## config.mk

```make
export PLATFORM = sky130hd
export DESIGN_NAME = ini_line_tokenizer_top
export DESIGN_NICKNAME = d
export VERILOG_FILES = /design/src/rtl/core/inilt_pkg.sv /design/src/rtl/core/inilt_in_stage.sv /design/src/rtl/core/inilt_scan.sv /design/src/rtl/core/inilt_out_stage.sv /design/src/rtl/core/ini_line_tokenizer_top.sv
export SDC_FILE = /design/constraint.sdc
export NUM_CORES = 1
export LEC_CHECK = 0
export BUFFER_PORTS_ARGS = -buffer_cell sky130_fd_sc_hd__buf_2
export CELL_PAD_IN_SITES_DETAIL_PLACEMENT = 1
export CELL_PAD_IN_SITES_GLOBAL_PLACEMENT = 2
export CORE_ASPECT_RATIO = 1.2
export CORE_MARGIN = 3
export CORE_UTILIZATION = 42
export CTS_BUF_LIST = sky130_fd_sc_hd__clkbuf_4 sky130_fd_sc_hd__clkbuf_8
export CTS_CLUSTER_SIZE = 40
export DETAILED_ROUTE_END_ITERATION = 12
export PLACE_DENSITY = 0.86
export SYNTH_ARGS = -nofsm -noshare
export SYNTH_HDL_FRONTEND = slang
export SYNTH_SLANG_ARGS = --single-unit
export TNS_END_PERCENT = 50
```

## constraint.sdc

```tcl
create_clock -name clk -period 7.7 [get_ports clk]
set_clock_uncertainty 0.2 [all_clocks]
set_input_delay 0.385 -clock clk [delete_from_list [all_inputs] [get_ports clk]]
set_output_delay 0.385 -clock clk [all_outputs]
set_load 0.01 [all_outputs]
```

## src/rtl/core/inilt_pkg.sv

```systemverilog
// shared types and character constants for the ini line tokenizer
`timescale 1ns / 1ps
`default_nettype none
package inilt_pkg;

  localparam logic [7:0] CHAR_SEMI    = 8'h3B;
  localparam logic [7:0] CHAR_HASH    = 8'h23;
  localparam logic [7:0] CHAR_EQUALS  = 8'h3D;
  localparam logic [7:0] CHAR_OPEN    = 8'h5B;
  localparam logic [7:0] CHAR_CLOSE   = 8'h5D;
  localparam logic [7:0] CHAR_NEWLINE = 8'h0A;
  localparam logic [7:0] CHAR_SPACE   = 8'h20;

  typedef enum logic [2:0] {
    MODE_LINE,
    MODE_SECTION,
    MODE_KEY,
    MODE_VALUE,
    MODE_SKIP,
    MODE_FAILED
  } mode_t;

  typedef enum logic [2:0] {
    ROLE_SPACE,
    ROLE_OPEN,
    ROLE_SECT,
    ROLE_CLOSE,
    ROLE_KEY,
    ROLE_EQUALS,
    ROLE_VALUE,
    ROLE_IGNORED
  } role_t;

  typedef struct packed {
    logic [7:0] text_byte;
    logic       last_byte;
  } in_item_t;

  typedef struct packed {
    logic [7:0]  byte_echo;
    logic [2:0]  role;
    logic [15:0] line_number;
    logic [15:0] column_number;
    logic [15:0] section_number;
    logic        parse_error;
  } out_item_t;

  typedef struct packed {
    mode_t mode;
    logic  error_seen;
  } scan_status_t;

  function automatic logic is_blank(input logic [7:0] b);
    return (b == CHAR_SPACE) || (b >= 8'h09 && b <= 8'h0D);
  endfunction

  function automatic logic is_comment(input logic [7:0] b);
    return (b == CHAR_SEMI) || (b == CHAR_HASH);
  endfunction

endpackage
`default_nettype wire

```

## src/rtl/core/inilt_in_stage.sv

```systemverilog
// input register stage holding one text byte request
`timescale 1ns / 1ps
`default_nettype none
module inilt_in_stage (
  input  wire logic              clk,
  input  wire logic              rst,
  input  wire logic              item_valid,
  output logic                   item_ready,
  input  wire inilt_pkg::in_item_t item,
  output logic                   held_valid,
  input  wire logic              held_take,
  output inilt_pkg::in_item_t    held_item
);
  import inilt_pkg::*;

  logic     valid;
  in_item_t data;

  assign item_ready = !valid || held_take;
  assign held_valid = valid;
  assign held_item  = data;

  always_ff @(posedge clk) begin
    if (rst) begin
      valid <= 1'b0;
    end else if (item_ready) begin
      valid <= item_valid;
    end
  end

  always_ff @(posedge clk) begin
    if (item_valid && item_ready) begin
      data <= item;
    end
  end

endmodule
`default_nettype wire

```

## src/rtl/core/inilt_scan.sv

```systemverilog
// scan mode, counters and role decode for one byte
`timescale 1ns / 1ps
`default_nettype none
module inilt_scan #(
  parameter int COUNTER_WIDTH = 16
) (
  input  wire logic                clk,
  input  wire logic                rst,
  input  wire logic                take,
  input  wire inilt_pkg::in_item_t item,
  output inilt_pkg::out_item_t     result,
  output inilt_pkg::scan_status_t  status
);
  import inilt_pkg::*;

  localparam int CW = COUNTER_WIDTH;

  mode_t          mode, mode_next;
  logic           error_seen, error_next;
  logic [CW-1:0]  line_count, line_next;
  logic [CW-1:0]  column_count, column_next;
  logic [CW-1:0]  section_count, section_next;
  role_t          role;
  logic           fail;
  logic [7:0]     b;
  logic           last;

  function automatic logic [CW-1:0] bump(input logic [CW-1:0] v);
    return (v == {CW{1'b1}}) ? v : v + {{(CW-1){1'b0}}, 1'b1};
  endfunction

  // clamp a counter to 16 bits for display
  function automatic logic [15:0] cap16(input logic [CW-1:0] v);
    logic [CW+15:0] ext;
    ext = {16'h0000, v};
    return (|ext[CW+15:16]) ? 16'hFFFF : ext[15:0];
  endfunction

  assign b    = item.text_byte;
  assign last = item.last_byte;

  always_comb begin
    role         = ROLE_IGNORED;
    fail         = 1'b0;
    mode_next    = mode;
    section_next = section_count;
    case (mode)
      MODE_LINE: begin
        if (is_blank(b)) begin
          role = ROLE_SPACE;
        end else if (b == CHAR_OPEN) begin
          role         = ROLE_OPEN;
          section_next = bump(section_count);
          mode_next    = MODE_SECTION;
          fail         = last;
        end else if (is_comment(b)) begin
          role      = ROLE_IGNORED;
          mode_next = MODE_SKIP;
        end else if (b == CHAR_EQUALS) begin
          role      = ROLE_EQUALS;
          mode_next = MODE_VALUE;
        end else begin
          role      = ROLE_KEY;
          mode_next = MODE_KEY;
          fail      = last;
        end
      end
      MODE_SECTION: begin
        if (b == CHAR_CLOSE) begin
          role      = ROLE_CLOSE;
          mode_next = MODE_LINE;
        end else begin
          role = ROLE_SECT;
          fail = last;
        end
      end
      MODE_KEY: begin
        if (b == CHAR_EQUALS) begin
          role      = ROLE_EQUALS;
          mode_next = MODE_VALUE;
        end else if (b == CHAR_NEWLINE || is_comment(b)) begin
          fail = 1'b1;
        end else begin
          role = ROLE_KEY;
          fail = last;
        end
      end
      MODE_VALUE: begin
        if (b == CHAR_NEWLINE) begin
          role      = ROLE_SPACE;
          mode_next = MODE_LINE;
        end else if (is_comment(b)) begin
          role      = ROLE_IGNORED;
          mode_next = MODE_SKIP;
        end else begin
          role = ROLE_VALUE;
        end
      end
      MODE_SKIP: begin
        if (b == CHAR_NEWLINE) begin
          role      = ROLE_SPACE;
          mode_next = MODE_LINE;
        end else begin
          role = ROLE_IGNORED;
        end
      end
      default: begin
        role      = ROLE_IGNORED;
        mode_next = MODE_FAILED;
      end
    endcase

    error_next = error_seen;
    if (fail) begin
      role       = ROLE_IGNORED;
      error_next = 1'b1;
      mode_next  = MODE_FAILED;
    end

    // the newline itself still belongs to the line it ends
    if (b == CHAR_NEWLINE) begin
      line_next   = bump(line_count);
      column_next = '0;
    end else begin
      line_next   = line_count;
      column_next = bump(column_count);
    end
  end

  always_comb begin
    result.byte_echo      = b;
    result.role           = role;
    result.line_number    = cap16(line_count);
    result.column_number  = cap16(column_count);
    result.section_number = cap16(section_next);
    result.parse_error    = error_next;
  end

  assign status.mode       = mode;
  assign status.error_seen = error_seen;

  always_ff @(posedge clk) begin
    if (rst) begin
      mode          <= MODE_LINE;
      error_seen    <= 1'b0;
      line_count    <= '0;
      column_count  <= '0;
      section_count <= '0;
    end else if (take) begin
      mode          <= mode_next;
      error_seen    <= error_next;
      line_count    <= line_next;
      column_count  <= column_next;
      section_count <= section_next;
    end
  end

endmodule
`default_nettype wire

```

## src/rtl/core/inilt_out_stage.sv

```systemverilog
// result register feeding the output channel
`timescale 1ns / 1ps
`default_nettype none
module inilt_out_stage (
  input  wire logic                 clk,
  input  wire logic                 rst,
  input  wire logic                 load,
  input  wire inilt_pkg::out_item_t load_item,
  output logic                      space,
  output logic                      result_valid,
  input  wire logic                 result_ready,
  output inilt_pkg::out_item_t      result
);
  import inilt_pkg::*;

  logic      valid;
  out_item_t data;

  assign space        = !valid || result_ready;
  assign result_valid = valid;
  assign result       = data;

  always_ff @(posedge clk) begin
    if (rst) begin
      valid <= 1'b0;
    end else if (space) begin
      valid <= load;
    end
  end

  always_ff @(posedge clk) begin
    if (load && space) begin
      data <= load_item;
    end
  end

endmodule
`default_nettype wire

```

## src/rtl/core/ini_line_tokenizer_top.sv

```systemverilog
// Tokenizer for INI text: each accepted byte yields one result tagging its role
// (space, bracket, section, key, equals, value or ignored) with line, column and
// section counts and a sticky parse error. A byte is accepted every cycle while the
// output is not stalled; its result is presented after it has passed an input
// register, one pass of mode and counter logic, and a result register. Counters are
// COUNTER_WIDTH bits, saturate, and are shown capped at 65535.
`timescale 1ns / 1ps
`default_nettype none
module ini_line_tokenizer_top #(
  parameter int COUNTER_WIDTH = 16
) (
  input  wire logic                 clk,
  input  wire logic                 rst,
  input  wire logic                 item_valid,
  output logic                      item_ready,
  input  wire inilt_pkg::in_item_t  item,
  output logic                      result_valid,
  input  wire logic                 result_ready,
  output inilt_pkg::out_item_t      result
);
  import inilt_pkg::*;

  logic         held_valid;
  in_item_t     held_item;
  logic         space;
  logic         take;
  out_item_t    scan_result;
  scan_status_t status;

  // a held request moves on when the result register has room
  assign take = held_valid && space;

  inilt_in_stage u_in (
    .clk        (clk),
    .rst        (rst),
    .item_valid (item_valid),
    .item_ready (item_ready),
    .item       (item),
    .held_valid (held_valid),
    .held_take  (space),
    .held_item  (held_item)
  );

  inilt_scan #(
    .COUNTER_WIDTH (COUNTER_WIDTH)
  ) u_scan (
    .clk    (clk),
    .rst    (rst),
    .take   (take),
    .item   (held_item),
    .result (scan_result),
    .status (status)
  );

  inilt_out_stage u_out (
    .clk          (clk),
    .rst          (rst),
    .load         (held_valid),
    .load_item    (scan_result),
    .space        (space),
    .result_valid (result_valid),
    .result_ready (result_ready),
    .result       (result)
  );

  a_error_sticky: assert property (@(posedge clk) disable iff (rst)
    status.error_seen |=> status.error_seen)
    else $error("parse error flag cleared without reset");

  a_error_mode: assert property (@(posedge clk) disable iff (rst)
    status.error_seen |-> status.mode == MODE_FAILED)
    else $error("parse error set but scan not in failed mode");

  a_error_role: assert property (@(posedge clk) disable iff (rst)
    result_valid && result.parse_error |-> result.role == ROLE_IGNORED)
    else $error("byte after parse error not marked ignored");

endmodule
`default_nettype wire
```

; ---- After elaboration in Yosys (flattened, before gate mapping)
; Index checks and enable logic that the tools add are counted.
[word_totals]
reg_bits = 123
latch_bits = 0
ram_bits = 0
mem_bits_ro = 0
input_bits = 13
out_inout_bits = 62
wordCells = 92
memories = 0
[op_classes]
add_sub_neg = 3
mul = 0
n_div = 0
n_lt_le_gt_ge = 2
eq_ne = 20
n_shift = 0
mux = 37
bitwise_logic = 1
reduce_logical = 14
[ops]
columns = operator, count
row1 = two-way mux 16 bit, 6
row2 = "adder 16 x 1 -> 16 bit, second input constant", 3
row3 = "== test 16 bit, second input constant", 3
row4 = two-way mux 3 bit, 15
row5 = "== test 8 x 6 -> 1 bit, second input constant", 4
row6 = one-hot mux 3 bit (5 select lines), 2
row7 = "== test 8 x 7 -> 1 bit, second input constant", 2
row8 = two-way mux 1 bit, 12
row9 = "inequality test 3 x 1 -> 1 bit, second input constant", 3
row10 = "== test 8 x 4 -> 1 bit, second input constant", 1
row11 = "greater-or-equal comparator 8 x 4 -> 1 bit, second input constant", 1
row12 = "less-or-equal comparator 8 x 4 -> 1 bit, second input constant", 1
row13 = "== test 3 x 2 -> 1 bit, second input constant", 2
row14 = AND reduction 6 bit, 1
row15 = logical OR 1 bit, 5
row16 = "inequality test 4 x 1 -> 1 bit, second input constant", 1
row17 = "== test 3 x 1 -> 1 bit, second input constant", 1
row18 = "== test 3 bit, second input constant", 1
row19 = logical AND 1 bit, 3
row20 = logical NOT 3 bit, 1
row21 = "inequality test 3 x 2 -> 1 bit, second input constant", 1
row22 = one-hot mux 1 bit (3 select lines), 1
row23 = AND reduction 3 bit, 1
row24 = logical NOT 1 bit, 2
row25 = 4 further kinds, 4

; ---- Depth between registers and ports, before layout
; Gate-level depths: netlist of the first run.
[logic_depth]
depth_word = 8
mapped_depth = 8

; ---- Cells and area by module
; Synthesis of the first run repeated with hierarchy kept, for this count alone.
[hier_totals]
cells_unflattened = 504
area_unflattened_um2 = 5501.5
[modules_own_cells]
columns = mod, instances, cells_per_inst, area_each_um2
row1 = inilt_scan, 1, 424, 3313.2
row2 = inilt_out_stage, 1, 65, 1856.8
row3 = inilt_in_stage, 1, 14, 325.3
row4 = ini_line_tokenizer_top, 1, 1, 6.3

; ---- Worst setup path after synthesis of the first run
; OpenSTA, ideal clock, no wires.
[synth_timing]
path_type = input-to-reg
start = in result_ready
end = reg u_scan.section_count[2]
t_arrival_ps = 3182
t_required_ps = 7372
setup_slack_ps = 4190
cell_stages = 7
cell_sequence = nand2b_1 nand2_1 inv_1 clkbuf_1 nand4_1 xor2_1 nor2_1
[synth_via]
elab_chain_cells = 2
[synth_lines]
columns = item, line_no
row1 = start: declaration, ini_line_tokenizer_top.sv:18  ; input wire logic result_ready,
row2 = logical OR 1 bit, inilt_out_stage.sv:19  ; assign space = !valid || result_ready;
row3 = logical AND 1 bit, ini_line_tokenizer_top.sv:31  ; assign take = held_valid && space;
row4 = via take, ini_line_tokenizer_top.sv:26  ; logic take;
row5 = end signal: assignment, inilt_scan.sv:154  ; section_count <= section_next;
row6 = end: declaration, inilt_scan.sv:22  ; logic [CW-1:0] section_count, section_next;
; The timed path passes the listed nets, and every way through them passes these cells.
; A chain may end at the register's enable or synchronous reset.

; ---- Worst setup path in the final report of the first run
[layout_timing]
start = reg u_out.valid, in the netlist u_out.result_valid
end = reg u_scan.section_count[14]
[layout_via]
elab_chain_cells = 3
[layout_lines]
columns = item, line_no
row1 = start: declaration, inilt_out_stage.sv:16  ; logic valid;
row2 = start signal: assignment, inilt_out_stage.sv:27  ; valid <= load;
row3 = logical NOT 1 bit, inilt_out_stage.sv:19
row4 = logical OR 1 bit, inilt_out_stage.sv:19
row5 = logical AND 1 bit, ini_line_tokenizer_top.sv:31
; Every way passes these cells.

==> results of run 1 <==
## metrics by stage
| step | utilization | hold WS (ns) | power, mW |
|---|---|---|---|
| 2_1_floorplan | - | 0.208 | 0.801 |
| 3_3_place_gp | 0.477 | 0.241 | 0.830 |
| 3_5_place_dp | 0.477 | 0.254 | 0.832 |
| 4_1_cts | 0.519 | 0.0442 | 1.43 |
| 5_1_grt | 0.519 | 0.0825 | 1.47 |
| 6_report | 0.519 | 0.0626 | 1.41 |
## cell usage after synthesis (2+ instances only)
cell type	instances	area [um2]
nand3_1	28	140
nor3b_1	5	37.5
a21oi_1	16	80.1
a211oi_1	5	37.5
nand4_1	21	131
nor4_1	6	37.5
or4_1	2	15.0
and3_1	9	56.3
dfxtp_1	54	1080
xnor2_1	16	140
a31oi_1	2	12.5
buf_2	3	15.0
nor2b_1	2	12.5
a311oi_1	2	17.5
edfxtp_1	69	2070
o21ai_0	12	60.1
ha_1	3	37.5
and4_1	5	43.8
inv_1	7	26.3
nor3_1	14	70.1
or3_1	6	37.5
xor2_1	31	272
a211oi_2	2	25.0
nor4b_1	2	17.5
nand2_1	38	143
nor2_1	58	218
nor4b_4	3	71.3
mux2i_1	3	30.0
nand2b_1	2	12.5
a21boi_0	2	15.0
nor3_2	2	20.0
o21a_1	2	15.0
a221oi_1	2	17.5
clkbuf_1	13	48.8
buf_6	3	33.8
## kinds of logic (layout without fill, tap and decap cells)
| family | count (synthesis) | after routing |
|---|---|---|
| multiplexers | 4 | 4 |
| adder cells (fa/ha/maj) | 3 | 3 |
| flip-flops | 123 | 123 |
| buffers and inverters | 27 | 124 |
| AO/OA/AOI/OAI | 63 | 63 |
| XOR/XNOR | 47 | 47 |
| AND/OR/NAND/NOR | 214 | 214 |
## how the worst max path moves through the flow
stage	cells after the start	end	slack, ns
after global placement	9	u_scan.column_count[12]$_SDFFE_PP0P_	4.48
after global routing	7	u_scan.section_count[14]$_SDFFE_PP0P_	4.19
final	7	u_scan.section_count[14]$_SDFFE_PP0P_	4.52
after CTS	7	u_scan.section_count[14]$_SDFFE_PP0P_	4.44
after floorplan	7	u_scan.section_count[2]$_SDFFE_PP0P_	4.19
after detailed placement	8	u_scan.section_count[14]$_SDFFE_PP0P_	4.27
## registers in the layout, summed over array words and instances, names as in the netlist
register	flops
u_in.held_valid	1
u_scan.error_seen	1
u_scan.line_count	16
u_scan.section_count	16
u_in.held_item	9
u_scan.column_count	16
u_out.result_valid	1
u_out.result	60
u_scan.mode	3
## layout by cell type, fill, tap and decap left out, types with 3 or more instances in the layout
master         instances
or3_1                  6
a21oi_1               16
ha_1                   3
edfxtp_1              69
nand4_1               21
nand2_1               38
nand3_1               28
nor3b_1                5
nor2_1                58
inv_1                  6
o21ai_0               12
and3_1                 9
clkinv_4               3
mux2i_1                3
nor4_1                 6
and4_1                 5
nor4b_4                3
xnor2_1               16
nor3_1                14
buf_2                 74
a211oi_1               5
clkinvlp_4             3
dfxtp_1               54
dlygate4sd3_1         10
xor2_1                31
bufinv_16              3
clkbuf_8              17
## cell type report
class | instances | share of cell area
Inverter | 7 | 0.00411
Clock inverter | 14 | 0.0266
Clock buffer | 18 | 0.0378
Tap cell | 161 | 0.0315
Timing Repair Buffer | 85 | 0.0747
Multi-Input combinational cell | 331 | 0.332
Sequential cell | 123 | 0.493
## routing by layer
layer / vias up / wire, um
met5: - / 0
met4: 0 / 270
met3: 26 / 408
met2: 85 / 6410
met1: 1971 / 5220
li1: 1960 / -
## tightest hold or removal path: stages
cell and delay (ns):
buf_2 0.08, nor2b_1 0.05, nor2_1 0.09, nor2_1 0.04
## power breakdown
group | internal [mW] | switching (mW) | leakage, nW
Sequential | 0.716 | 0.0173 | 1.07
Clock | 0.324 | 0.269 | 0.200
Combinational | 0.0343 | 0.0536 | 0.999
Total | 1.07 | 0.340 | 2.27
==> run metrics, run 1 <==
status complete, no violations; number of flops mapped to enable cells by yosys 69; Clock Tree Buf Depth 2; R2R depth 7; setup slack, reg-to-reg 4.52 ns; fin nets roughly 580; vias in the first global route 4,009; total number of vias about 4,000; IO Count 75; synth warn 0; drt pass-1 iters 4; largest family of logic cells by synthesized area simple AND/OR/NAND/NOR gates; CP Buf/Inv Count 2; area share of fa/ha/maj cells after synthesis 0.00694; hold endpoint u_out.result_valid$_SDFFE_PP0P_; cts bufs inserted 17; Post-CTS Repair Setup Buffers 0; Non-Filler Instances 739; Worst EP arrival approximately 3.3 ns; synthesis-stage register bit count about 120; DIE AREA about 14,000 um2; final wirelength 12,300 um; GRT met2 Usage 0.316; clock-pin slew on the worst setup and hold paths around 0.070 ns; grt ovf 0; initial antenna violation count 0; grt met1 use 0.213; CTS tree built; first-pass GRT wire length 20,000 um; worst hold stages 4; Critical Path Slowest Stage Cell inv_2; Critical R2R Capture u_scan.section_count[14]$_SDFFE_PP0P_; met3 Use GR 0.0421; Max-Slew Margin vs Limit 0.244; Worst Setup Path Type flip-flop to flip-flop; CP max FO 39; Mapped Nets approximately 500; Routed Antenna Nets 0; Final Setup Violations 0; Hold Fails Final Rpt 0; Lkg Pwr approximately 2.3 nW; post-CTS sizing 0; routability cong. 0.831; Residual DRC 0; CP startpoint u_out.result_valid$_SDFFE_PP0P_; Die W 110 um; Worst-Margin Slew around 1.1 ns; Fillers 1,374; post-synthesis compound-gate area fraction 0.0829; number of core rows between 40 and 50; Peak VDD IR ~0.000096 V; WP data required 7.82 ns; # diodes 0; CP cell instances nand2b_1, nand2_1, inv_2, buf_4, nand4_1, o21ba_1, a311oi_1; Setup TNS 0 ns; critical path's top delay family buffers and inverters; Avg WL per Cell around 17 um; Simple-Gate Fraction of Synth Area 0.220; reg2reg start u_out.result_valid$_SDFFE_PP0P_; Most Crowded Layer GR met2; layout cells sized above 1 0.215; final instance area 6400 um2; cell area after placement around 5900 um2; worst-skew pair later-pin latency around 0.44 ns; prevailing post-synth register cell edfxtp_1; CP max stage delay 0.72 ns; critical path endpoint category flip-flop; Initial Util 0.438; FF/Latch Area between 3000 and 4000 um2; root buffer cell clkbuf_8; Hold Crit Start result_ready; asr flop ratio synth 0; Area growth syn-to-layout 18.3%; Mapped Cells between 400 and 500; XOR/XNOR share of the synthesized area 0.0761; Mapped Area 5410 um2; Avg Synthesized Cell Area between 10 and 15 um2; max-capacitance violation count 0; Die Y 130 um; post-synthesis sequential area ratio 0.583; FMAX roughly 310 MHz; final worst slack between 4 and 5 ns; Total GRT Usage 0.181; multi-input logic area about 2100 um2; DP HPWL 8250 um; port buffer count between 70 and 80; core area 12,300 um2; hold crit path type input port to flip-flop; Period Utilization, post-route 0.413; crit path time final around 3.2 ns; Yosys cell types 66; Critical Path Source Type flip-flop; mux share of post-synthesis cell area 0.00764; initial drt markers 187; pin count of the biggest net entering global routing 40; dpl cells approximately 700; clock sink total ~120; worst slack, placed between 4 and 5 ns; max-slew violations 0; P per Cell Area between 200 and 250 nW/um2; unrepaired setup endpoints after global routing no; H-tree Lvls 4; drt via density 5.47; CTS Hold Buffers Added 10
Power figures use the tool's default switching activity.
==> run 2: changes to the inputs <==
--- a/config.mk
+++ b/config.mk
@@ -10,11 +10,11 @@
 export CELL_PAD_IN_SITES_GLOBAL_PLACEMENT = 2
 export CORE_ASPECT_RATIO = 1.2
 export CORE_MARGIN = 3
-export CORE_UTILIZATION = 42
+export CORE_UTILIZATION = 39
 export CTS_BUF_LIST = sky130_fd_sc_hd__clkbuf_4 sky130_fd_sc_hd__clkbuf_8
 export CTS_CLUSTER_SIZE = 40
 export DETAILED_ROUTE_END_ITERATION = 12
-export PLACE_DENSITY = 0.86
+export PLACE_DENSITY = 0.81
 export SYNTH_ARGS = -nofsm -noshare
 export SYNTH_HDL_FRONTEND = slang
 export SYNTH_SLANG_ARGS = --single-unit
==> constraint.sdc (replaced) <==
create_clock -name clk -period 3.3 [get_ports clk]
set_clock_uncertainty 0.2 [all_clocks]
set_input_delay 0.165 -clock clk [delete_from_list [all_inputs] [get_ports clk]]
set_output_delay 0.165 -clock clk [all_outputs]
set_load 0.01 [all_outputs]
==> run metrics, run 2 (same netlist as run 1, synthesis figures left out) <==
CP max stage delay approximately 0.63 ns; Peak VDD IR around 0.00024 V; critical path endpoint category flip-flop; drt via density approximately 5.3; cell area after placement 6000 um2; CP Buf/Inv Count 1; fin nets between 500 and 600; Die W between 100 and 150 um; first-pass GRT wire length about 22,000 um; DIE AREA 15,300 um2; Residual DRC 0; Clock Tree Buf Depth 2; root buffer cell clkbuf_8; clock sink total about 120; cts bufs inserted 17; Worst Setup Path Type flip-flop to flip-flop; commonest non-fill, non-tap cell in the layout buf_2; layout cells sized above 1 0.230; Worst-Margin Slew just under 0.7 ns; critical path's top delay family simple AND/OR/NAND/NOR gates; clock-pin slew on the worst setup and hold paths 0.08 ns; Period Utilization, post-route 0.868; max-capacitance violation count 0; total number of vias slightly above 4,000; FMAX 349 MHz; max-slew violations 0; routability cong. 0.873; WP data required 3.42 ns; H-tree Lvls 4; FF/Latch Area 3150 um2; CP max FO 9; Die Y between 100 and 150 um; CTS tree built; Critical Path Source Type flip-flop; Initial Util 0.403; hold crit path type input port to flip-flop; status complete, no violations; max reg flops 60; Max-Slew Margin vs Limit 0.539; crit path time final about 2.9 ns; Critical Path Slowest Stage Cell or4b_1; worst slack, placed roughly 0.45 ns; Power, Total around 3.3 mW; unrepaired setup endpoints after global routing no; P per Cell Area 500 nW/um2; initial antenna violation count 0; pin count of the biggest net entering global routing ~40; initial drt markers roughly 220; Final Setup Violations 0; grt ovf 0; Total GRT Usage 0.179; commonest cells after routing, fill and taps aside 74 x buf_2, 69 x edfxtp_1, 58 x nor2_1; IO Count 75; final instance area about 6500 um2; core area about 13,000 um2; Util after Layout 0.488; Area growth syn-to-layout 21.0%; Routed Antenna Nets 0; Fillers approximately 1,500; Worst EP arrival 2.98 ns; post-CTS sizing 0; CP cell instances nor4b_4, nand2_1, buf_4, or4b_1, nor3_1, xnor2_1, nor2_1; final worst slack 0.434 ns; CTS Hold Buffers Added 15; # diodes 0; DP HPWL a little under 9000 um; Setup TNS 0 ns; multi-input logic area between 2000 and 2500 um2; Hold Fails Final Rpt 0; Post-CTS Repair Setup Buffers 0; port buffer count 74; final wirelength ~13,000 um; Lkg Pwr roughly 2.4 nW; number of core rows 46; Avg WL per Cell roughly 17 um; worst-skew pair later-pin latency roughly 0.43 ns; vias in the first global route 4,362; drt pass-1 iters 4
run 2: cell count changes in the layout (fill, tap and decap cells not counted), sizes merged:
| cell | previous run | this run |
|---|---|---|
| buf | 75 | 87 |
| dlygate4sd3 | 10 | 15 |
| bufinv | 3 | 2 |
| clkbuf | 18 | 19 |
| clkinvlp | 3 | 2 |
| inv | 9 | 10 |
run 2: area by class of cell:
type	instances	area share
multi-input cells	331	0.325
inverters	7	0.00402
clock buffers	19	0.0390
well taps	168	0.0321
clock inverters	13	0.0218
repair buffers	102	0.0964
flip-flops and latches	123	0.482
run 2: metal layers:
metal | track usage | up-vias | part of all wire
met1 | 0.218 | 2015 | 0.43
met5 | 0 | - | 0
met3 | 0.0394 | 17 | 0.029
met4 | 0.0668 | 0 | 0.018
li1 | - | 1981 | -
met2 | 0.309 | 68 | 0.52
run 2: metrics by stage:
step	instances	hold slack (ns)
floorplan	481	0.0639
global placement	716	0.142
detailed placement	716	0.144
CTS	763	0.201
global route	763	0.215
finish	763	0.239
run 2: path summary, 6_finish.rpt:
path / start / endpoint / slack (ns) / cells after the start
min: item[3] / u_in.held_item[3]$_DFFE_PP_ / 0.24 / 2
max: u_in.held_item[3]$_DFFE_PP_ / u_scan.line_count[14]$_SDFFE_PP0P_ / 0.43 / 7
max reg2reg: u_in.held_item[3]$_DFFE_PP_ / u_scan.line_count[14]$_SDFFE_PP0P_ / 0.43 / 7
min reg2reg: u_scan.error_seen$_SDFFE_PP0P_ / u_scan.error_seen$_SDFFE_PP0P_ / 0.28 / 1
run 2: where the power goes:
group	switching, mW	internal [mW]	total [mW]
Combinational	0.134	0.0914	0.226
Clock	0.633	0.705	1.34
Sequential	0.0378	1.67	1.71
Total	0.805	2.47	3.27
